$ cat src/hw/rtl/chorus_pkg.sv
package chorus_pkg;

  localparam int DELAY_DEPTH_DEF  = 4096;
  localparam int SAMPLE_BITS_DEF  = 24;
  localparam int SINE_ENTRIES_DEF = 1024;

  localparam int BASE_W    = 12;
  localparam int MIX_W     = 16;
  localparam int PHASE_W   = 32;
  localparam int CFG_IDX_W = 2;
  localparam int SINE_W    = 16;

  // shared multiplier operand widths
  localparam int MA_W = 34;
  localparam int MB_W = 18;

  localparam int FRAC_W      = 30;
  localparam int ROUND_SHIFT = 16;
  localparam int WET_ONE     = 32768;

  localparam logic [CFG_IDX_W-1:0] REG_BASE_DELAY = 2'd0;
  localparam logic [CFG_IDX_W-1:0] REG_WET_MIX    = 2'd1;
  localparam logic [CFG_IDX_W-1:0] REG_MOD_DEPTH  = 2'd2;
  localparam logic [CFG_IDX_W-1:0] REG_LFO_STEP   = 2'd3;

  localparam logic [MIX_W-1:0] WET_MIX_RESET = 16'd16384;

  localparam logic [63:0] Q30_ONE     = 64'd1073741824;
  localparam logic [63:0] HALF_PI_Q30 = 64'd1686629713;

endpackage

$ cat src/hw/rtl/chorus_mul.sv
module chorus_mul import chorus_pkg::*; (
  input  logic                          clk,
  input  logic                          en,
  input  logic signed [MA_W-1:0]        a,
  input  logic signed [MB_W-1:0]        b,
  output logic signed [MA_W+MB_W-1:0]   p
);

  always_ff @(posedge clk) begin
    if (en) begin
      p <= a * b;
    end
  end

endmodule

$ cat config.mk
export PLATFORM = sky130hd
export DESIGN_NAME = chorus_mul
export DESIGN_NICKNAME = d
export VERILOG_FILES = /design/src/hw/rtl/chorus_pkg.sv /design/src/hw/rtl/chorus_mul.sv
export SDC_FILE = /design/constraint.sdc
export NUM_CORES = 2
export LEC_CHECK = 0
export ABC_AREA = 1
export BUFFER_PORTS_ARGS = -buffer_cell sky130_fd_sc_hd__buf_4
export CAP_MARGIN = 20
export CORE_ASPECT_RATIO = 1.25
export CORE_MARGIN = 5
export CORE_UTILIZATION = 55
export CTS_BUF_LIST = sky130_fd_sc_hd__clkbuf_16
export DETAILED_ROUTE_END_ITERATION = 8
export PLACE_DENSITY = 0.72
export RECOVER_POWER = 100
export SLEW_MARGIN = 20
export SYNTH_ARGS = -nofsm -noshare
export SYNTH_HDL_FRONTEND = slang
export SYNTH_SLANG_ARGS = --single-unit
$ cat constraint.sdc
create_clock -name clk -period 9.4 [get_ports clk]
set_input_delay 0.47 -clock clk [delete_from_list [all_inputs] [get_ports clk]]
set_output_delay 0.47 -clock clk [all_outputs]
set_load 0.05 [all_outputs]
==> flow_summary_export.csv <==
group,metric,value,unit
job,drv_cap,2,
synth,synth-async-reset-ratio,0,%
grt,grt_start_max_net_pins,53,
drt,num_vias,19715,
cells_and_area,top_regs,"p x52",
synth,synthesis.nets,4026,
synth,postSynthCellCount,3262,
cts,cts.reportedPaths.clkPinSlew,90,ps
synth,synth_area,24700,um^2
place,gp_congestion,1.00,
place,portBuffers,105,
synth,synth-edff-count,52,
sta,min_period_over_period,82.4,%
hold_path,min-delay-start,"a[0]",
cts,cts_buffers,5,
setup_path,required,9450,ps
synth,synth_cell_types,28,
floorplan,die_w,200,um
cts,cts_tree,"done",
hold_path,hold_depth,3,
outcome,outcome,"complete, but fails checks",
floorplan,fp-row-count,86,
floorplan,die_y,247,um
grt,overflow,0,
drt,first_iter_violations,1100,
place,pre_cts_ws,2680,ps
floorplan,io-pin-count,106,
setup_path,criticalPathCategory,"in -> reg",
cells_and_area,insertedDiodeCount,0,
sta,fin_crit,7740,ps
sta,max_clock_freq,129,MHz
sta,tns,0,ps
synth,synth_ff_type,"edfxtp_1",
grt,antenna_found_initial,0,
synth,yosysWarnings,0,
floorplan,die-area,49300,um^2
setup_path,worstPathArrival,7790,ps
cells_and_area,max_flop_register,"p",
drt,vias_per_cell,5.18,
floorplan,start_util,55.8,%
cells_and_area,largest_reg_flops,52,
sta,worstMarginPinSlew,3190,ps
drt,drc,0,
hold_path,min_path_type,"in -> reg",
sta,grt_setup_unrepaired,"false",
cts,root_buffer,"clkbuf_16",
setup_path,cp-end-kind,"flop",
hold_path,min_to,"p[0]$_DFFE_PP_",
cts,htree_num_levels,2,
setup_path,start_kind,"primary input",
setup_path,crit_fanout,34,
drt,wl_per_cell,18.3,um
sta,postLayoutSetupSlackWorst,1660,ps
grt,grt_pass1_wl,114,mm
floorplan,core-area,44300,um^2
grt,track_usage,29.6,%
drt,first_pass_iters,6,
cells_and_area,final_layout_size_suffix_gt1_share,3.03,%
outcome,violations,"capacitance limit, slew limit",
sta,finalHoldViolations,0,
drt,wirelength,69.6,mm
cts,cts_resized,0,
sta,setup_viol,0,
place,hpwlAfterDp,57.0,mm
sta,drv_slew,88,
cells_and_area,layout.nets,4000,
drt,ant_nets,0,
synth,ys_ff_latch,52,
cts,clock_path_buffers,2,
cells_and_area,syn2layout_area_growth,3.59,%
cts,cts_setup_buffers,0,
synth,ys_seq_area_share,6.31,%
sta,worst_slew_margin_rel,-113,%
cts,cts_hold_buf,0,
cts,clock-sinks,52,
grt,grt_pass1_vias,22513,
synth,syn_area_per_cell,7.58,um^2
==> cell usage in the layout, fill, tap and decap left out, types with 13 or more instances in the layout <==
cell | synthesis | layout
nor2_1 | 81 | 82
nand3_1 | 47 | 48
edfxtp_1 | 52 | 52
nor3_1 | 7 | 13
inv_1 | 1093 | 1093
nand2_1 | 984 | 990
clkbuf_1 | 130 | 54
xor2_1 | 23 | 23
nand4_1 | 17 | 17
fa_1 | 585 | 585
a21oi_1 | 36 | 36
ha_1 | 125 | 125
buf_4 | 0 | 52
==> worst max-delay path, cell delays in order <==
cell	delay [ps]
clkbuf_1	1600
nand2_1	270
fa_1	650
inv_1	50
fa_1	450
ha_1	290
inv_1	50
fa_1	530
inv_1	70
fa_1	530
inv_1	60
fa_1	540
inv_1	60
ha_1	400
nand2_1	140
inv_1	90
nand2_1	140
nor3_1	280
nand2_1	80
nand2_1	320
a21oi_1	240
xnor2_1	460
==> cells in the mapped netlist, drive strengths merged (9+ instances only) <==
master | count | area, um^2
ha | 125 | 1560
a21oi | 37 | 189
nor3 | 14 | 105
clkbuf | 130 | 488
xor2 | 23 | 201
inv | 1100 | 4130
nand3 | 48 | 245
nand4 | 17 | 106
fa | 585 | 11700
buf | 9 | 33.8
nand2 | 997 | 3770
edfxtp | 52 | 1560
nor2 | 98 | 430
==> per-stage QoR <==
stage	cells	hold slack, ps	utilization [%]	area [um^2]
final	3809	659	57.8	25600
after global routing	3809	663	57.8	25600
after floorplan	3262	582	-	24700
after global placement	3801	947	58.0	25700
after CTS	3809	629	58.4	25900
after detailed placement	3801	958	58.0	25700
==> worst max path at each step <==
stage / from / end / slack [ps] / cells after the start
floorplan: a[33] / p[47]$_DFFE_PP_ / 3480 / 22
global placement: b[0] / p[49]$_DFFE_PP_ / 2720 / 21
detailed placement: b[3] / p[43]$_DFFE_PP_ / 2680 / 21
CTS: b[3] / p[43]$_DFFE_PP_ / 2990 / 21
global route: b[0] / p[49]$_DFFE_PP_ / 1380 / 21
finish: b[0] / p[27]$_DFFE_PP_ / 1660 / 22
==> area by class of cell <==
cell class                      instances  area, um^2
Tap cell                              572         716
Clock inverter                          3        27.5
Sequential cell                        52        1560
Multi-Input combinational cell       1970       18500
Inverter                             1101        4130
Timing Repair Buffer                  106         593
Clock buffer                            5         125
Fill cell                            4117       18700
==> metal layers <==
layer  routed length (um)  global-route usage, %  vias to the layer above
met5                    0                      0                        -
met4                 4700                   15.8                        0
met3                 4820                   3.87                      309
met2                36400                   54.3                      872
met1                23700                   33.1                     9691
li1                     -                      -                     8843
==> kinds of logic after synthesis <==
family,after synthesis,synth area share [%]
AOI/OAI and AO/OA,47,1.03
adders and majority gates,710,53.7
DFF,52,6.31
xor gates and xnor gates,29,1.03
buffers and inverters,1240,18.8
and+or+nand+nor,1184,19.1
Power is not shown: default switching activity piles up to over one toggle a cycle in this logic, so the estimate is an artifact.
