==> config.mk <==
export PLATFORM = sky130hd
export DESIGN_NAME = chorus_ram
export DESIGN_NICKNAME = d
export VERILOG_FILES = /design/src/hw/rtl/chorus_ram.sv
export SDC_FILE = /design/constraint.sdc
export NUM_CORES = 1
export LEC_CHECK = 0
export BUFFER_PORTS_ARGS = -buffer_cell sky130_fd_sc_hd__buf_2
export CAP_MARGIN = 20
export CORE_UTILIZATION = 54
export CTS_CLUSTER_SIZE = 25
export DETAILED_ROUTE_END_ITERATION = 8
export HOLD_SLACK_MARGIN = 0.08
export PLACE_DENSITY = 0.74
export SYNTH_ARGS = -nofsm -noshare
export SYNTH_HDL_FRONTEND = slang
export SYNTH_SLANG_ARGS = --single-unit
export TNS_END_PERCENT = 5
==> constraint.sdc <==
create_clock -name clk -period 2 [get_ports clk]
set_clock_uncertainty 0.05 [all_clocks]
set_input_delay 0.2 -clock clk [delete_from_list [all_inputs] [get_ports clk]]
set_output_delay 0.2 -clock clk [all_outputs]
set_load 0.01 [all_outputs]
==> src/hw/rtl/chorus_ram.sv <==
module chorus_ram #(
  parameter int WIDTH = 8,
  parameter int DEPTH = 16
) (
  input  logic                     clk,
  input  logic                     we,
  input  logic [$clog2(DEPTH)-1:0] waddr,
  input  logic [WIDTH-1:0]         wdata,
  input  logic                     re,
  input  logic [$clog2(DEPTH)-1:0] raddr,
  output logic [WIDTH-1:0]         rdata
);

  logic [WIDTH-1:0] mem [DEPTH];

  always_ff @(posedge clk) begin
    if (we) begin
      mem[waddr] <= wdata;
    end
    if (re) begin
      rdata <= mem[raddr];
    end
  end

endmodule

==> impl_metrics.ini, run 1 <==
[timing]
min_period_ns = 1.53
finalHoldViolations = 0
rsz0062_at_grt = false
slew-limit-headroom_pct = 71.4
hold_ws_ns = 0.187
fmax_ghz = 0.652
setup_viol = 0
layout_setup_ws_ns = 0.467
drv_slew = 0
fin_setup_tns_ns = 0
period_share_pct = 76.6
worstMarginPinSlew_ns = 0.429

[final_layout]
diodes = 0
nFillCells = 606
fin_cells = 437
drive_gt1_share_pct = 31.8
nets = 314
area_growth_pct = 19.9

[floorplanning]
core_area_sq_um = 9330
start_util_pct = 56.0
die_area_sq_um = 10100
die_h_microns = 100
die_width_microns = 100
rows = 35
ios = 27

[min_path]
min_path_cells = 3
hold_path_class = in -> reg
min_from = waddr[0]
min_to = mem[12][7]

[grt]
grt_max_degree = 18
met2_usage_pct = 35.7
grt_pass1_wl_microns = 15100
met1_usage_pct = 29.2
grt_antenna_before_repair = 0
grt_overflow = 0
busiest_layer = met2
grt_util_all_layers_pct = 22.4
use_met3_pct = 6.82
grt_pass1_vias = 2588

[route]
drcViolationCount = 0
via_per_inst = 5.79
drt_wl_total_microns = 9870
vias = 2531
dr.pass1.iters = 4
antenna_left = 0
drt_iter0_drc = 155
avgRoutedWirePerCell_microns = 22.6

[worst_setup_path]
start_kind = flop
crit-reg2reg-launch = mem[15][6]
crit_path_end_kind = flop
crit_arrival_ns = 1.74
crit_required_ns = 2.21
cp_max_fo = 1
r2r_setup_slack_ns = 0.47
criticalPathCategory = reg -> reg
r2r.worst_path.cells = 3
reg2reg_to = rdata[6]

[logic_synthesis]
synth.avg_cell_area_sq_um = 22.8
synth_seq_area_share_pct = 78.1
netlist_instances = 229
syn-cell-area_sq_um = 5230
yosys_warnings = 0
synth_cell_type_count = 18
synth_nets = 248
synth-seq-cells = 136

[job]
maxCapViolations = 0

[place]
pre_cts_ws_ns = 0.193
gp_congestion = 0.698
placedCellCount = 396
portBuffers = 26
dp_hpwl_microns = 6220

[status]
status = complete, no violations

[clock_tree]
path_clk_slew_ns = 0.06
cts_buffers = 17
htree_levels = 4
cts_tree = built
insertion_delay_ns = 0.52
cts.sinks = 136
postCtsSetupRepairBufs = 0
clock_path_buffers = 2
cts_root_buf = clkbuf_8

[power]
p_leak_nw = 2.13
p_per_area_nw_per_um2 = 1010
vdd_drop_max_mv = 0.767
cell families (layout without fill, tap and decap cells):
kind of cell,count (synthesis),after routing,synth area share (%)
AND/OR/NAND/NOR,35,35,3.14
multiplexers,32,32,14.8
AO/OA/AOI/OAI,16,16,2.30
buffers and inverters,10,89,1.65
flip-flops,136,136,78.1
report_power, final:
| part | internal, mW | total (mW) | switching [mW] |
|---|---|---|---|
| Clock | 1.65 | 2.81 | 1.16 |
| Sequential | 3.21 | 3.23 | 0.0190 |
| Combinational | 0.143 | 0.316 | 0.173 |
| Total | 5.01 | 6.36 | 1.35 |
layout by cell type (no fill, tap or decap), types with 2 or more instances in the layout:
| cell | instances |
|---|---|
| a22oi_1 | 16 |
| buf_12 | 3 |
| buf_2 | 26 |
| buf_4 | 19 |
| clkbuf_16 | 16 |
| clkinv_2 | 3 |
| clkinv_4 | 2 |
| clkinvlp_4 | 5 |
| dlygate4sd3_1 | 9 |
| edfxtp_1 | 136 |
| inv_6 | 3 |
| mux4_1 | 14 |
| mux4_2 | 18 |
| nand2_1 | 9 |
| nand2b_1 | 2 |
| nand3b_1 | 2 |
| nor2_1 | 13 |
| nor3_1 | 4 |
what timing repair did:
| action | CTS | global route |
|---|---|---|
| hold buffers | 9 | 0 |
| resized for setup | 0 | 0 |
| hold endpoints to repair | 136 | 0 |
through the flow:
stage	instance area, sq um	total power, mW	util, %
after global routing	6270	6.55	67.2
after floorplan	5230	3.45	-
after CTS	6270	6.40	67.2
after detailed placement	5640	3.59	60.4
final	6270	6.36	67.2
after global placement	5640	3.58	60.4
how the worst max path moves through the flow:
stage	to	from
after floorplan	mem[0][0]	waddr[2]
after global placement	rdata[2]	raddr[0]
after detailed placement	rdata[2]	raddr[0]
after CTS	rdata[6]	mem[15][6]
after global routing	rdata[5]	mem[8][5]
final	rdata[6]	mem[15][6]
final cells by class:
| cell class | instances | area (sq um) | share of cell area, % |
|---|---|---|---|
| flip-flops and latches | 136 | 4080 | 65.1 |
| multi-input cells | 83 | 1060 | 16.9 |
| repair buffers | 57 | 423 | 6.75 |
| clock buffers | 18 | 418 | 6.67 |
| well taps | 129 | 161 | 2.57 |
| clock inverters | 14 | 126 | 2.02 |
synthesized netlist by cell type:
library cell     number  area (sq um)
a22oi_1              16           120
and2_1                1          6.26
and2b_1               1          7.51
buf_2                 3          15.0
buf_4                 1          7.51
buf_6                 3          33.8
clkdlybuf4s25_2       3          30.0
edfxtp_1            136          4080
mux4_1               14           368
mux4_2               18           405
nand2_1               9          33.8
nand2b_1              2          12.5
nand3_1               1          5.00
nand3b_1              2          15.0
nor2_1               13          48.8
nor2b_1               1          6.26
nor3_1                4          20.0
or3b_2                1          8.76
metal layers:
| layer | part of all wire [%] | vias to the layer above |
|---|---|---|
| met3 | 6.8 | 11 |
| met1 | 41 | 1307 |
| li1 | - | 1118 |
| met5 | 0 | - |
| met2 | 51 | 95 |
| met4 | 1.5 | 0 |
sequential cells by signal, summed over array words and instances, names as in the netlist:
register / cells
rdata: 8
mem: 128
critical path, cell delays in order, from the launching register on:
cell and delay [ns]:
edfxtp_1 0.38, mux4_2 0.49, a22oi_1 0.26, nand2_1 0.09
(Power assumes the default switching activity.)
==> inputs of run 2 (changes only) <==
--- a/config.mk
+++ b/config.mk
@@ -11,7 +11,7 @@
 export CTS_CLUSTER_SIZE = 25
 export DETAILED_ROUTE_END_ITERATION = 8
 export HOLD_SLACK_MARGIN = 0.08
-export PLACE_DENSITY = 0.74
+export PLACE_DENSITY = 0.76
 export SYNTH_ARGS = -nofsm -noshare
 export SYNTH_HDL_FRONTEND = slang
 export SYNTH_SLANG_ARGS = --single-unit
==> constraint.sdc (replaced) <==
create_clock -name clk -period 1.4 [get_ports clk]
set_clock_uncertainty 0.05 [all_clocks]
set_input_delay 0.14 -clock clk [delete_from_list [all_inputs] [get_ports clk]]
set_output_delay 0.14 -clock clk [all_outputs]
set_load 0.01 [all_outputs]
==> run 2 against run 1 <==
Net effect:
- cell area up 0.86%
- critical path type unchanged
- die area unchanged
- fmax is 6.4% higher
- the flow now finishes with violations (negative setup slack)
- cell count up 0.46%
- highest routed layer unchanged
- worst hold slack worse by 0.043 ns
==> impl_metrics.ini, run 2 (same netlist as run 1, synthesis figures left out) <==
[timing]
worstMarginPinSlew_ns = 0.919
drv_slew = 0
rsz0062_at_grt = true
slew-limit-headroom_pct = 38.5
fmax_ghz = 0.694
min_period_ns = 1.44
finalHoldViolations = 0
period_share_pct = 103
layout_setup_ws_ns = -0.0411
setup_viol = 7

[worst_setup_path]
reg2reg_to = rdata[6]
r2r_setup_slack_ns = -0.04
cp_max_fo = 1
startpoint = mem[1][6]
crit_path_end_kind = flop
r2r.worst_path.cells = 3
criticalPathCategory = reg -> reg
start_kind = flop
critPathCapture = rdata[6]
crit-reg2reg-launch = mem[1][6]
crit_arrival_ns = 1.65
crit_required_ns = 1.61

[grt]
grt_max_degree = 17
grt_util_all_layers_pct = 22.3
grt_pass1_vias = 2660
grt_antenna_before_repair = 0
grt_pass1_wl_microns = 15100
grt_overflow = 0

[final_layout]
mostFrequentLayoutCells = edfxtp_1 (136), mux4_2 (31), buf_2 (26)
drive_gt1_share_pct = 39.7
regMostFlops = mem
area_growth_pct = 21.0
nFillCells = 577
regArea_sq_um = 4080
diodes = 0
largest_register_ffs = 128
fin_cells = 439
multi_input_area_sq_um = 1070
final_util_pct = 67.8
layout.cells.most_common = edfxtp_1
largestRegisters = mem x128, rdata x8
nets = 317

[route]
drt_iter0_drc = 137
dr.pass1.iters = 4
antenna_left = 0
drt_wl_total_microns = 9750
vias = 2500
avgRoutedWirePerCell_microns = 22.2
drcViolationCount = 0
via_per_inst = 5.69

[clock_tree]
cts_buffers = 17
htree_levels = 4
cts.sinks = 136
path_clk_slew_ns = 0.06
insertion_delay_ns = 0.51
cts_root_buf = clkbuf_8
cts_tree = built
clock_path_buffers = 2

[place]
portBuffers = 26
pre_cts_ws_ns = -0.390
dp_hpwl_microns = 6120
placedCellCount = 399
gp_congestion = 0.718

[floorplanning]
die_h_microns = 100
die_width_microns = 100
rows = 35
start_util_pct = 56.0
core_area_sq_um = 9330
die_area_sq_um = 10100
ios = 27

[status]
status = finished, violations left
violations = negative setup slack

[job]
maxCapViolations = 0

[power]
power.total_mw = 9.19
p_per_area_nw_per_um2 = 1450
p_leak_nw = 2.10
vdd_drop_max_mv = 0.825

[min_path]
hold_path_class = in -> reg
## run 2: cell count changes in the layout (fill, tap and decap cells not counted), sizes merged
cell and change:
bufinv +1, buf +3, clkinv +1, clkinvlp -1
inv -3, clkbuf +1
## run 2: worst min path at each step
stage	from	to	slack (ns)	depth (start not counted)
3_3_place_gp	wdata[1]	mem[12][1]	0.47	1
3_5_place_dp	re	rdata[5]	0.48	1
6_report	waddr[0]	mem[4][3]	0.14	3
2_1_floorplan	wdata[0]	mem[0][0]	0.19	0
5_1_grt	waddr[0]	mem[0][2]	0.13	3
4_1_cts	waddr[0]	mem[4][3]	0.12	3
## run 2: power breakdown
| part | switching [mW] | total, mW | internal [mW] |
|---|---|---|---|
| clock | 1.57 | 4.08 | 2.51 |
| sequential | 0.0271 | 4.62 | 4.59 |
| combinational | 0.258 | 0.487 | 0.228 |
| total | 1.86 | 9.19 | 7.33 |
## run 2: layout make-up
type                       count  area share, %
sequential                   136           64.6
multi-input combinational     83           16.9
timing repair buffer          60           7.24
clock buffer                  19           6.67
tap                          129           2.55
clock inverter                12           2.06
## run 2: per-layer routing
layer	share of wire (%)	vias up	wire [microns]	track usage, %
li1	-	1108	-	-
met1	41	1311	4040	28.3
met2	53	75	5160	36.8
met3	4.8	6	467	7.24
met4	0.78	0	76	7.36
met5	0	-	0	0
## run 2: critical path: stages (launching register included)
cell and delay (ns):
edfxtp_1 0.37, mux4_2 0.47, a22oi_2 0.20, nand2_1 0.09
## run 2: timing repair
item                                    CTS  global route
hold buffers                              9             0
endpoints found under the setup margin    8             8
buffers inserted                          0             0
pin swaps                                 6             4
endpoints found under the hold margin   136             0
gates resized for setup                  13             4
## run 2: per-stage QoR
stage          TNS (ns)  hold WS [ns]  cell area, sq um
2_1_floorplan     -1.93         0.189              5220
3_3_place_gp      -2.83         0.472              5650
3_5_place_dp      -3.73         0.481              5650
4_1_cts          -0.252         0.116              6310
5_1_grt          -0.549         0.134              6320
6_report         -0.180         0.144              6320
