### config.mk
export PLATFORM = sky130hd
export DESIGN_NAME = chorus_lfo
export DESIGN_NICKNAME = d
export VERILOG_FILES = /design/src/hw/rtl/chorus_pkg.sv /design/src/hw/rtl/chorus_lfo.sv
export SDC_FILE = /design/constraint.sdc
export NUM_CORES = 1
export LEC_CHECK = 0
export ABC_AREA = 1
export BUFFER_PORTS_ARGS = -buffer_cell sky130_fd_sc_hd__buf_2
export CAP_MARGIN = 20
export CORE_MARGIN = 4
export CORE_UTILIZATION = 40
export CTS_CLUSTER_DIAMETER = 150
export DETAILED_ROUTE_END_ITERATION = 6
export GPL_TIMING_DRIVEN = 0
export SLEW_MARGIN = 10
export SYNTH_ARGS = -nofsm -noshare
export SYNTH_HDL_FRONTEND = slang
export SYNTH_SLANG_ARGS = --single-unit
### constraint.sdc
create_clock -name clk -period 8.38 [get_ports clk]
set_input_delay 1.257 -clock clk [delete_from_list [all_inputs] [get_ports clk]]
set_output_delay 1.257 -clock clk [all_outputs]
set_load 0.02 [all_outputs]
### src/hw/rtl/chorus_pkg.sv
package chorus_pkg;

  localparam int DELAY_DEPTH_DEF  = 4096;
  localparam int SAMPLE_BITS_DEF  = 24;
  localparam int SINE_ENTRIES_DEF = 1024;

  localparam int BASE_W    = 12;
  localparam int MIX_W     = 16;
  localparam int PHASE_W   = 32;
  localparam int CFG_IDX_W = 2;
  localparam int SINE_W    = 16;

  // shared multiplier operand widths
  localparam int MA_W = 34;
  localparam int MB_W = 18;

  localparam int FRAC_W      = 30;
  localparam int ROUND_SHIFT = 16;
  localparam int WET_ONE     = 32768;

  localparam logic [CFG_IDX_W-1:0] REG_BASE_DELAY = 2'd0;
  localparam logic [CFG_IDX_W-1:0] REG_WET_MIX    = 2'd1;
  localparam logic [CFG_IDX_W-1:0] REG_MOD_DEPTH  = 2'd2;
  localparam logic [CFG_IDX_W-1:0] REG_LFO_STEP   = 2'd3;

  localparam logic [MIX_W-1:0] WET_MIX_RESET = 16'd16384;

  localparam logic [63:0] Q30_ONE     = 64'd1073741824;
  localparam logic [63:0] HALF_PI_Q30 = 64'd1686629713;

endpackage

### src/hw/rtl/chorus_lfo.sv
module chorus_lfo import chorus_pkg::*; #(
  parameter int SINE_ENTRIES = SINE_ENTRIES_DEF
) (
  input  logic                     clk,
  input  logic                     rst,
  input  logic                     advance,
  input  logic [PHASE_W-1:0]       phase_step,
  output logic signed [SINE_W-1:0] sine
);

  localparam int LOGN    = $clog2(SINE_ENTRIES);
  localparam int QUARTER = SINE_ENTRIES / 4;
  localparam int QW      = LOGN - 2;

  // quarter wave in q2.30 with truncating taylor steps, rounded to q1.15
  function automatic logic [SINE_W-2:0] quarter_sine(input logic [63:0] r);
    logic [63:0] a;
    logic [63:0] a2;
    logic [63:0] p;
    logic [63:0] s;
    a  = (r * HALF_PI_Q30) / 64'(SINE_ENTRIES);
    a2 = (a * a) >> FRAC_W;
    p  = Q30_ONE - a2 / 64'd72;
    p  = Q30_ONE - ((a2 * p) >> FRAC_W) / 64'd42;
    p  = Q30_ONE - ((a2 * p) >> FRAC_W) / 64'd20;
    p  = Q30_ONE - ((a2 * p) >> FRAC_W) / 64'd6;
    s  = (a * p) >> FRAC_W;
    s  = (s + 64'd16384) >> 15;
    if (s > 64'd32767) begin
      s = 64'd32767;
    end
    return s[SINE_W-2:0];
  endfunction

  localparam logic [SINE_W-2:0] PEAK = quarter_sine(64'(SINE_ENTRIES));

  logic [SINE_W-2:0] rom [QUARTER];

  for (genvar g = 0; g < QUARTER; g++) begin : g_rom
    localparam logic [SINE_W-2:0] POINT = quarter_sine(64'(4 * g));
    assign rom[g] = POINT;
  end

  logic [PHASE_W-1:0] phase;
  logic [LOGN-1:0]    idx;
  logic [1:0]         quad;
  logic [QW-1:0]      fine;
  logic [QW-1:0]      rom_idx;
  logic               peak;
  logic [SINE_W-2:0]  mag;

  assign idx     = phase[PHASE_W-1 -: LOGN];
  assign quad    = idx[LOGN-1 -: 2];
  assign fine    = idx[QW-1:0];
  assign rom_idx = quad[0] ? QW'(-fine) : fine;
  assign peak    = quad[0] && (fine == '0);
  assign mag     = peak ? PEAK : rom[rom_idx];

  always_ff @(posedge clk) begin
    if (rst) begin
      phase <= '0;
    end else if (advance) begin
      phase <= phase + phase_step;
    end
  end

  always_ff @(posedge clk) begin
    sine <= quad[1] ? -$signed({1'b0, mag}) : $signed({1'b0, mag});
  end

endmodule

==> results of run 1 <==
logic make-up after synthesis:
kind of cell | Yosys count | synth area share (%)
and+or+nand+nor | 959 | 50.8
buffers and inverters | 221 | 11.5
AOI/OAI and AO/OA | 196 | 13.5
adders and majority gates | 53 | 8.51
DFF | 48 | 12.2
xor gates and xnor gates | 31 | 3.45
registers in the layout (all words and copies together) (netlist names):
signal / cells
phase: 32
sine: 16
per-layer routing:
metal	vias to the layer above	track usage (%)	share of wire [%]
met5	-	0	0
met4	0	29.8	8.9
met3	226	9.32	11
met2	795	62.1	43
met1	5031	48.2	37
li1	4974	-	-
report_power, final:
group | leakage, nW | total, mW | switching [mW] | internal [mW]
sequential | 0.401 | 0.313 | 0.0278 | 0.285
clock | 0.0944 | 0.283 | 0.111 | 0.173
combinational | 4.48 | 1.70 | 1.25 | 0.447
total | 4.97 | 2.30 | 1.39 | 0.905
area by class of cell:
class                           instances  area, µm²
Buffer                                 65        324
Fill cell                            2225      10700
Inverter                              156        586
Clock inverter                          3       68.8
Timing Repair Buffer                   49        245
Multi-Input combinational cell       1239       6010
Tap cell                              265        332
Sequential cell                        48        961
Clock buffer                            5        125
cell usage in the layout (no fill, tap or decap), types with 6 or more instances in the layout:
cell type / netlist / final
nand4_1: 19 / 19
a21oi_1: 78 / 78
xor2_1: 19 / 19
dfxtp_1: 48 / 48
a31oi_1: 9 / 9
xnor2_1: 12 / 12
buf_4: 8 / 8
nand3_1: 193 / 193
o21ai_1: 11 / 11
nor3_1: 6 / 6
nor2_1: 143 / 143
buf_2: 34 / 83
o21ai_0: 72 / 72
ha_1: 52 / 52
inv_2: 23 / 23
inv_1: 132 / 132
nand2_2: 10 / 10
o211ai_1: 11 / 11
clkbuf_1: 17 / 17
nand2_1: 567 / 567
through the flow:
stage	hold WS (ns)	utilization [%]	worst slack (ns)	instances	power, mW
detailed placement	0.508	43.6	3.19	1822	1.92
global route	0.571	44.6	2.67	1830	2.40
finish	0.534	44.6	2.89	1830	2.30
floorplan	0.467	-	4.77	1508	1.35
CTS	0.530	44.6	3.18	1830	2.20
global placement	0.483	43.6	3.20	1822	1.93
worst max-delay path by stage:
stage / from / to / cells after the start
6_report: phase[22] / sine[12] / 27
5_1_grt: phase[22] / sine[8] / 27
4_1_cts: phase[22] / sine[12] / 27
3_5_place_dp: phase[22] / sine[12] / 27
3_3_place_gp: phase[22] / sine[12] / 27
2_1_floorplan: phase_step[0] / phase[26] / 15
critical path: stages, from the launching register on:
cell and delay (ns):
dfxtp_1 0.79, inv_2 0.08, buf_2 0.30, ha_1 0.35, inv_1 0.05, nand2_1 0.04, nand2_1 0.38, inv_2 0.28
ha_1 0.40, nand2_1 0.33, inv_1 0.31, nand2_1 0.21, nand3_1 0.10, nand2_1 0.13, nand3_1 0.17, nand3_1 0.13
nand2_1 0.12, nand2_1 0.08, nand2_1 0.06, inv_1 0.09, ha_1 0.18, nand3_1 0.10, nor2_2 0.28, nand4_1 0.20
nand2_1 0.09, nand2_1 0.05, nand2_1 0.06, inv_1 0.03
==> impl_results.md, run 1 <==
- Slew headroom: 26.9%
- Fmax: 182 MHz
- Yosys reg bits: 48
- Fraction of layout cells with a size suffix above 1: 9.33%
- N_diodes: 0
- Worst Path Arrival: between 5 and 6 ns
- RSZ-0062 raised after global routing: false
- Synthesized instance count: 1508
- Top FF cell, synth: dfxtp_1
- Worst-skew pair later-pin latency: 0.32 ns
- Final Hold Viols: 0
- Setup Skew: 0.0143 ns
- PwrDens: 266 mW/mm²
- Worst-case clock buffer depth: 2
- Startpoint types: flop
- Area of the core: 0.0194 mm²
- Wire per inst: 24.7 µm
- Dominant cell type by area after synthesis: nand2_1
- Worst Hold Depth: 2
- Initial antenna violation count: 0
- Synth unique cells: 41
- Area growth syn-to-layout: 9.78%
- Critical Path End Type: flop
- WP data required: 8.61 ns
- Peak supply drop: 0.0925 mV
- Gr usage total: 40.0%
- Number of synthesized flops with an enable pin: 0
- Vias in the first global route: 10400
- Synth Cell Area: slightly below 0.008 mm²
- R2R Setup Slk: 2.89 ns
- Clk pin slew, worst setup/hold paths: 0.08 ns
- Final net count: about 1700
- FFs w/ async S/R, synth: 0%
- Max-cap check violation count: 0
- R2R cell count: 27
- Register area share after synthesis: 12.2%
- Routed wire length: approximately 45000 µm
- GRT Residual Overflow: 0
- Buffers on Ports: 49
- Hpwl dp: roughly 34000 µm
- Final setup vio count: 0
- Std cell rows: 51
- Setup TNS: 0 ns
- Die Height: 148 µm
- Initial Util: 40.6%
- H-tree Lvls: 2
- CTS sink cnt: 48
- Die ar.: 0.0220 mm²
- Post-layout min period: around 5.5 ns
- CTS buffer count: 5
- Vias: approximately 11000
- Syn_area_per_cell: 5.22 µm²
- Pleak: 4.97 nW
- Cts-stage hold buffer count: 0
- Final period util: 65.5%
- Synthesis Warnings: 0
- Drt via density: 6.03
- Worst reg2reg endpoint: sine[12]
- Hold EP: phase[0]
- Area contributors post-synth: nand2_1 27%, nand3_1 12%, dfxtp_1 12%, ha_1 8.3%, nor2_1 6.8%
- Area post-placement: 0.00846 mm²
- Max-slew violation count: 0
- Hold path start: phase[0]
- List of most frequent post-synthesis cells: 567 x nand2_1, 193 x nand3_1, 143 x nor2_1, 132 x inv_1, 78 x a21oi_1
- Postcts setup bufs: 0
- Count leader, synth: nand2_1
- Clock root cell: clkbuf_16
- Worst Tran Pin Value: approximately 1.1 ns
- Placer Congestion: 1.07
- CTS tree: built
- Largest net degree at the start of global routing: 17
- Pre-antenna DRT Iters: 7
- CP Class: flop to flop
- Die width: 148 µm
- First-pass GRT wire length: 65200 µm
- Io pins: 51
- Type of the tightest min-delay check: flop to flop
- Critical Path Fanout Max: 15
- Yosys top cell area share: roughly 27%
- Status: finished clean
- Worst reg2reg path startpoint: phase[22]
- DRC viols: 0
- Post-route ant nets: 0
- Post-synthesis net count: 1596
- Design area: about 0.0086 mm²
- Initial DRC count: approximately 1400
- Gates resized, CTS repair: 0
Power figures use the tool's default switching activity.
==> run 2: changes to the inputs <==
- clock period: 8.38 -> 5.5 ns (I/O delays scaled with it)
==> run 2 against run 1 <==
  * Clock skew up 0.0037 ns
  * Die area unchanged
  * Non-clock buffer count did not move
  * Total power increased by 52%
  * Critical path depth unchanged
  * Critical endpoint unchanged
  * Global-route usage unchanged
  * Core utilization barely moved
==> impl_results.md, run 2 (synthesis results as in run 1) <==
- Status: finished clean
- Area growth syn-to-layout: 9.86%
- Peak supply drop: 0.141 mV
- Die ar.: 0.0220 mm²
- Postcts setup bufs: 0
- Worst path bufs/invs: 7
- Die Height: 148 µm
- Final setup vio count: 0
- Pleak: 4.98 nW
- Post-layout min period: 5.23 ns
- Max-cap check violation count: 0
- Final std cells w/o fill: ~1800
- Initial Util: between 40% and 50%
- Fill cells: 2225
- CP delay by family, top: simple AND/OR/NAND/NOR gates
- RSZ-0062 raised after global routing: false
- Max reg flops: 32
- Std cell rows: 51
- Vias in the first global route: 10400
- Placer Congestion: 1.07
- WP data required: 5.73 ns
- Critical Path Fanout Max: 15
- Vias: 11000
- Initial antenna violation count: 0
- Fmax: 191 MHz
- Setup TNS: 0 ns
- Routed wire length: 45100 µm
- Initial DRC count: roughly 1500
- Commonest non-fill, non-tap cell in the layout: nand2_1
- Cells after DPL: 1822
- Final net count: 1652
- Largest net degree at the start of global routing: 17
- Crit-path slowest cell: dfxtp_2
- Hold Slack: 0.534 ns
- CP dominant cell by count: nand2_1
- Pre-antenna DRT Iters: 6
- Die width: 148 µm
- Drt via density: 6.02
- Multi-input gate area: 0.00601 mm²
- Type of the tightest min-delay check: flop to flop
- N_diodes: 0
- Crit path largest cell delay: 0.56 ns
- Net switching power: 2.12 mW
- Pint: between 1 and 1.5 mW
- Tot Pwr: 3.50 mW
- Max-slew violation count: 0
- H-tree Lvls: 2
- Worst-case clock buffer depth: 2
- Setup Skew: 0.0180 ns
- Post-route ant nets: 0
- Gr usage total: about two fifths
- Hpwl dp: 33800 µm
- Io pins: between 50 and 60
- CTS buffer count: 5
- Startpoint types: flop
- Sequential power share: 13.6%
- CTS sink cnt: 48
- Final period util: between 90% and 100%
- Wire per inst: roughly 25 µm
- Sw frac: 60.6%
- Buffers on Ports: a little under 50
- Largest reg by FF count: phase
- Largest regs: phase (32), sine (16)
- Commonest non-fill, non-tap cells in the layout: 567 x nand2_1, 192 x nand3_1, 143 x nor2_1
- DRC viols: 0
- Fraction of layout cells with a size suffix above 1: 9.46%
- Worst Tran Pin Value: 1.07 ns
- First-pass GRT wire length: 65200 µm
- FF/Latch Area: just under 0.001 mm²
- GRT Residual Overflow: 0
- CP Class: flop to flop
- Area of the core: 0.0194 mm²
- Combinational fraction of design power: about three quarters
- Clk pin slew, worst setup/hold paths: 0.08 ns
- PwrDens: 404 mW/mm²
- Slew headroom: 28.3%
- Worst-skew pair later-pin latency: 0.32 ns
- Clock root cell: clkbuf_16
- Worst Path Arrival: 5.46 ns
- CTS tree: built
- Critical Path End Type: flop
- Final Hold Viols: 0
- Clock power frac: 12.3%
run 2: cell counts in the layout (fill, tap and decap cells not counted):
Identical to the previous run, type by type.
run 2: layer usage:
metal,share of wire (%),routed length (µm),track usage (%)
met2,43,19300,62.1
met4,9.1,4100,29.8
met3,12,5210,9.32
met5,0,0,0
met1,37,16500,48.2
run 2: cell type report:
class / instances / share of cell area [%]
Multi-Input combinational cell: 1239 / 69.5
Sequential cell: 48 / 11.1
Inverter: 156 / 6.76
Tap cell: 265 / 3.83
Buffer: 65 / 3.74
Timing Repair Buffer: 49 / 2.83
Clock buffer: 5 / 1.45
Clock inverter: 3 / 0.795
run 2: what timing repair did:
action / in CTS / in global routing
resized for setup: 0 / 2
hold buffers: 0 / 0
hold endpoints to repair: 0 / 0
setup endpoints to repair: 0 / 9
run 2: worst register-to-register path, delay by kind of cell (launching register included):
kind | cells | cell delay (ns)
simple gates | 17 | 2.53
buf+inv | 7 | 1.12
fa+ha+maj | 3 | 0.94
flops | 1 | 0.56
run 2: power by group through the flow:
stage | clock network (mW) | logic [mW] | registers, mW
floorplan | 0 | 1.51 | 0.549
global placement | 0 | 2.46 | 0.478
detailed placement | 0 | 2.44 | 0.483
CTS | 0.432 | 2.45 | 0.475
global route | 0.443 | 2.73 | 0.484
finish | 0.430 | 2.59 | 0.477
run 2: metrics by stage:
step	instance area [µm²]	setup WS (ns)	utilization (%)
after floorplan	7880	1.99	-
after global placement	8460	0.317	43.6
after detailed placement	8460	0.309	43.6
after CTS	8650	0.299	44.6
after global routing	8660	0.131	44.6
final	8660	0.268	44.6
run 2: final timing paths:
path / startpoint / to / slack (ns) / cells after the start
min reg2reg: phase[0] / phase[0] / 0.53 / 2
min: phase[0] / phase[0] / 0.53 / 2
max: phase[22] / sine[12] / 0.27 / 27
max reg2reg: phase[22] / sine[12] / 0.27 / 27
==> run 3: changes to the inputs <==
- BUFFER_PORTS_ARGS: -buffer_cell sky130_fd_sc_hd__buf_2 -> default
- DONT_BUFFER_PORTS: default -> 1
==> run 3 against run 2 <==
  * The flow now finishes with violations (design-rule violations)
  * Hold slack got worse by 0.0070 ns
  * Clock power fell by 22%
  * Largest cell class unchanged
  * Critical path type unchanged
  * Register-to-register slack got worse by 0.02 ns
  * Fmax fell by 0.44%
  * Cell area fell by 3.3%
  * Sequential cell count did not move
  * Core utilization fell by 1.5 points
  * Critical path depth rose by 2
  * Count of clock-buffer cells in the layout rose by 2
  * Worst setup slack got worse by 0.023 ns
==> impl_results.md, run 3 (synthesis results as in run 1) <==
- Status: complete, but fails checks
- Failing checks: design-rule violations
- R2R Setup Slk: between 0.2 and 0.25 ns
- RSZ-0062 raised after global routing: false
- Crit path from: phase[22]
- Max-slew violation count: 0
- Critical Path Fanout Max: 15
- Combinational fraction of design power: 73.3%
- Final net count: 1603
- Sequential power share: between 15 and 20%
- Clock power frac: 10.0%
- Startpoint types: flop
- Final core utilization: 43.1%
- GRT Residual Overflow: 0
- Routed wire length: 45600 µm
- PwrDens: between 400 and 500 mW/mm²
- Largest regs: phase (32), sine (16)
- Post-route ant nets: 0
- WP data required: 5.72 ns
- Pre-antenna DRT Iters: 7
- Wire per inst: 25.6 µm
- Area of the core: 0.0194 mm²
- Sw frac: 62.6%
- Vias: around 11000
- Worst reg2reg path startpoint: phase[22]
- Final period util: 95.6%
- Buffers on Ports: 0
- Commonest non-fill, non-tap cell in the layout: nand2_1
- Worst Path Arrival: 5.47 ns
- Postcts setup bufs: 0
- Crit-path slowest cell: dfxtp_2
- CTS buffer count: 5
- Die ar.: 0.0220 mm²
- Tot Pwr: 3.35 mW
- DRC viols: 1
- Clock root cell: clkbuf_16
- Setup TNS: 0 ns
- Cells after DPL: 1773
- Worst-skew pair later-pin latency: 0.32 ns
- Worst-case clock buffer depth: 2
- CTS tree: built
- Initial Util: 40.6%
- Die Height: 148 µm
- Crit path largest cell delay: 0.52 ns
- Area growth syn-to-layout: 6.23%
- Fraction of layout cells with a size suffix above 1: 6.53%
- Final std cells w/o fill: roughly 1800
- Gr usage total: 40.8%
- Largest net degree at the start of global routing: 16
- First-pass GRT wire length: 66300 µm
- Final setup vio count: 0
- H-tree Lvls: 2
- R2R cell count: 29
- Drt via density: 6.08
- Critical Path End Type: flop
- Type of the tightest min-delay check: flop to flop
- Hpwl dp: 34400 µm
- Clk pin slew, worst setup/hold paths: 0.08 ns
- Peak supply drop: 0.193 mV
- Vias in the first global route: 10400
- CP Class: flop to flop
- Commonest non-fill, non-tap cells in the layout: 567 x nand2_1, 192 x nand3_1, 143 x nor2_1
- Net switching power: 2.10 mW
- Die width: 148 µm
- Largest reg by FF count: phase
- N_diodes: 0
- Fmax: about 190 MHz
- Worst Tran Pin Value: 1.02 ns
- Initial DRC count: 1468
- Placer Congestion: 1.08
- Pint: 1.25 mW
- Worst reg2reg endpoint: sine[8]
- CP dominant cell by count: nand2_1
- Setup crit end: sine[8]
- Final Hold Viols: 0
- Io pins: 51
- Slew headroom: 32.0%
- Max reg flops: 32
- Max-cap check violation count: 0
- Initial antenna violation count: 0
- Hold Slack: about 0.53 ns
- Setup Skew: 0.0137 ns
- Pleak: 4.76 nW
- Std cell rows: 51
- Post-layout min period: 5.26 ns
- CTS sink cnt: 48
run 3: cell types whose count changed in the layout (fill, tap and decap cells not counted), sizes merged:
cell      change
bufinv        -2
clkinv        +1
inv           -2
buf          -49
clkinvlp      +1
clkbuf        +2
run 3: how the worst min path moves through the flow:
| stage | cells after the start | slack, ns | end | start |
|---|---|---|---|---|
| after global routing | 2 | 0.55 | phase[0] | phase[0] |
| after detailed placement | 2 | 0.51 | phase[0] | phase[0] |
| after floorplan | 2 | 0.47 | phase[0] | phase[0] |
| after global placement | 2 | 0.48 | phase[0] | phase[0] |
| final | 2 | 0.53 | phase[0] | phase[0] |
| after CTS | 2 | 0.53 | phase[0] | phase[0] |
run 3: worst max-delay path: cells and delay by family, from the launching register on:
kind                       cells  cell delay (ns)
and+or+nand+nor               19             2.65
buffers and inverters          7             1.09
adders and majority gates      3             0.88
DFF                            1             0.52
run 3: final cells by class:
class / count / area (µm²)
clock inverters: 1 / 7.51
plain buffers: 65 / 325
inverters: 156 / 587
multi-input cells: 1239 / 6010
fillers: 2226 / 11000
clock buffers: 7 / 143
flip-flops and latches: 48 / 962
well taps: 265 / 332
run 3: metrics by stage:
stage | setup slack [ns] | cell area, µm²
detailed placement | 0.341 | 8210
CTS | 0.334 | 8360
floorplan | 1.99 | 7880
global placement | 0.310 | 8210
global route | 0.0597 | 8370
finish | 0.244 | 8370
run 3: layer usage:
layer	vias up	global-route usage, %	routed length [µm]
met2	858	63.5	19300
met4	0	28.3	3950
met3	252	11.8	5650
met1	4845	48.4	16700
li1	4869	-	-
met5	-	0	0
run 3: power by group through the flow:
stage	combinational, mW	clock [mW]	sequential, mW
floorplan	1.51	0	0.549
global placement	2.33	0	0.564
detailed placement	2.31	0	0.567
CTS	2.32	0.340	0.559
global route	2.60	0.357	0.566
finish	2.46	0.337	0.557
run 3: repair_timing:
item                                    4_1_cts  5_1_grt
endpoints found under the setup margin        0        3
gates resized for setup                       0        5
hold buffers                                  0        0
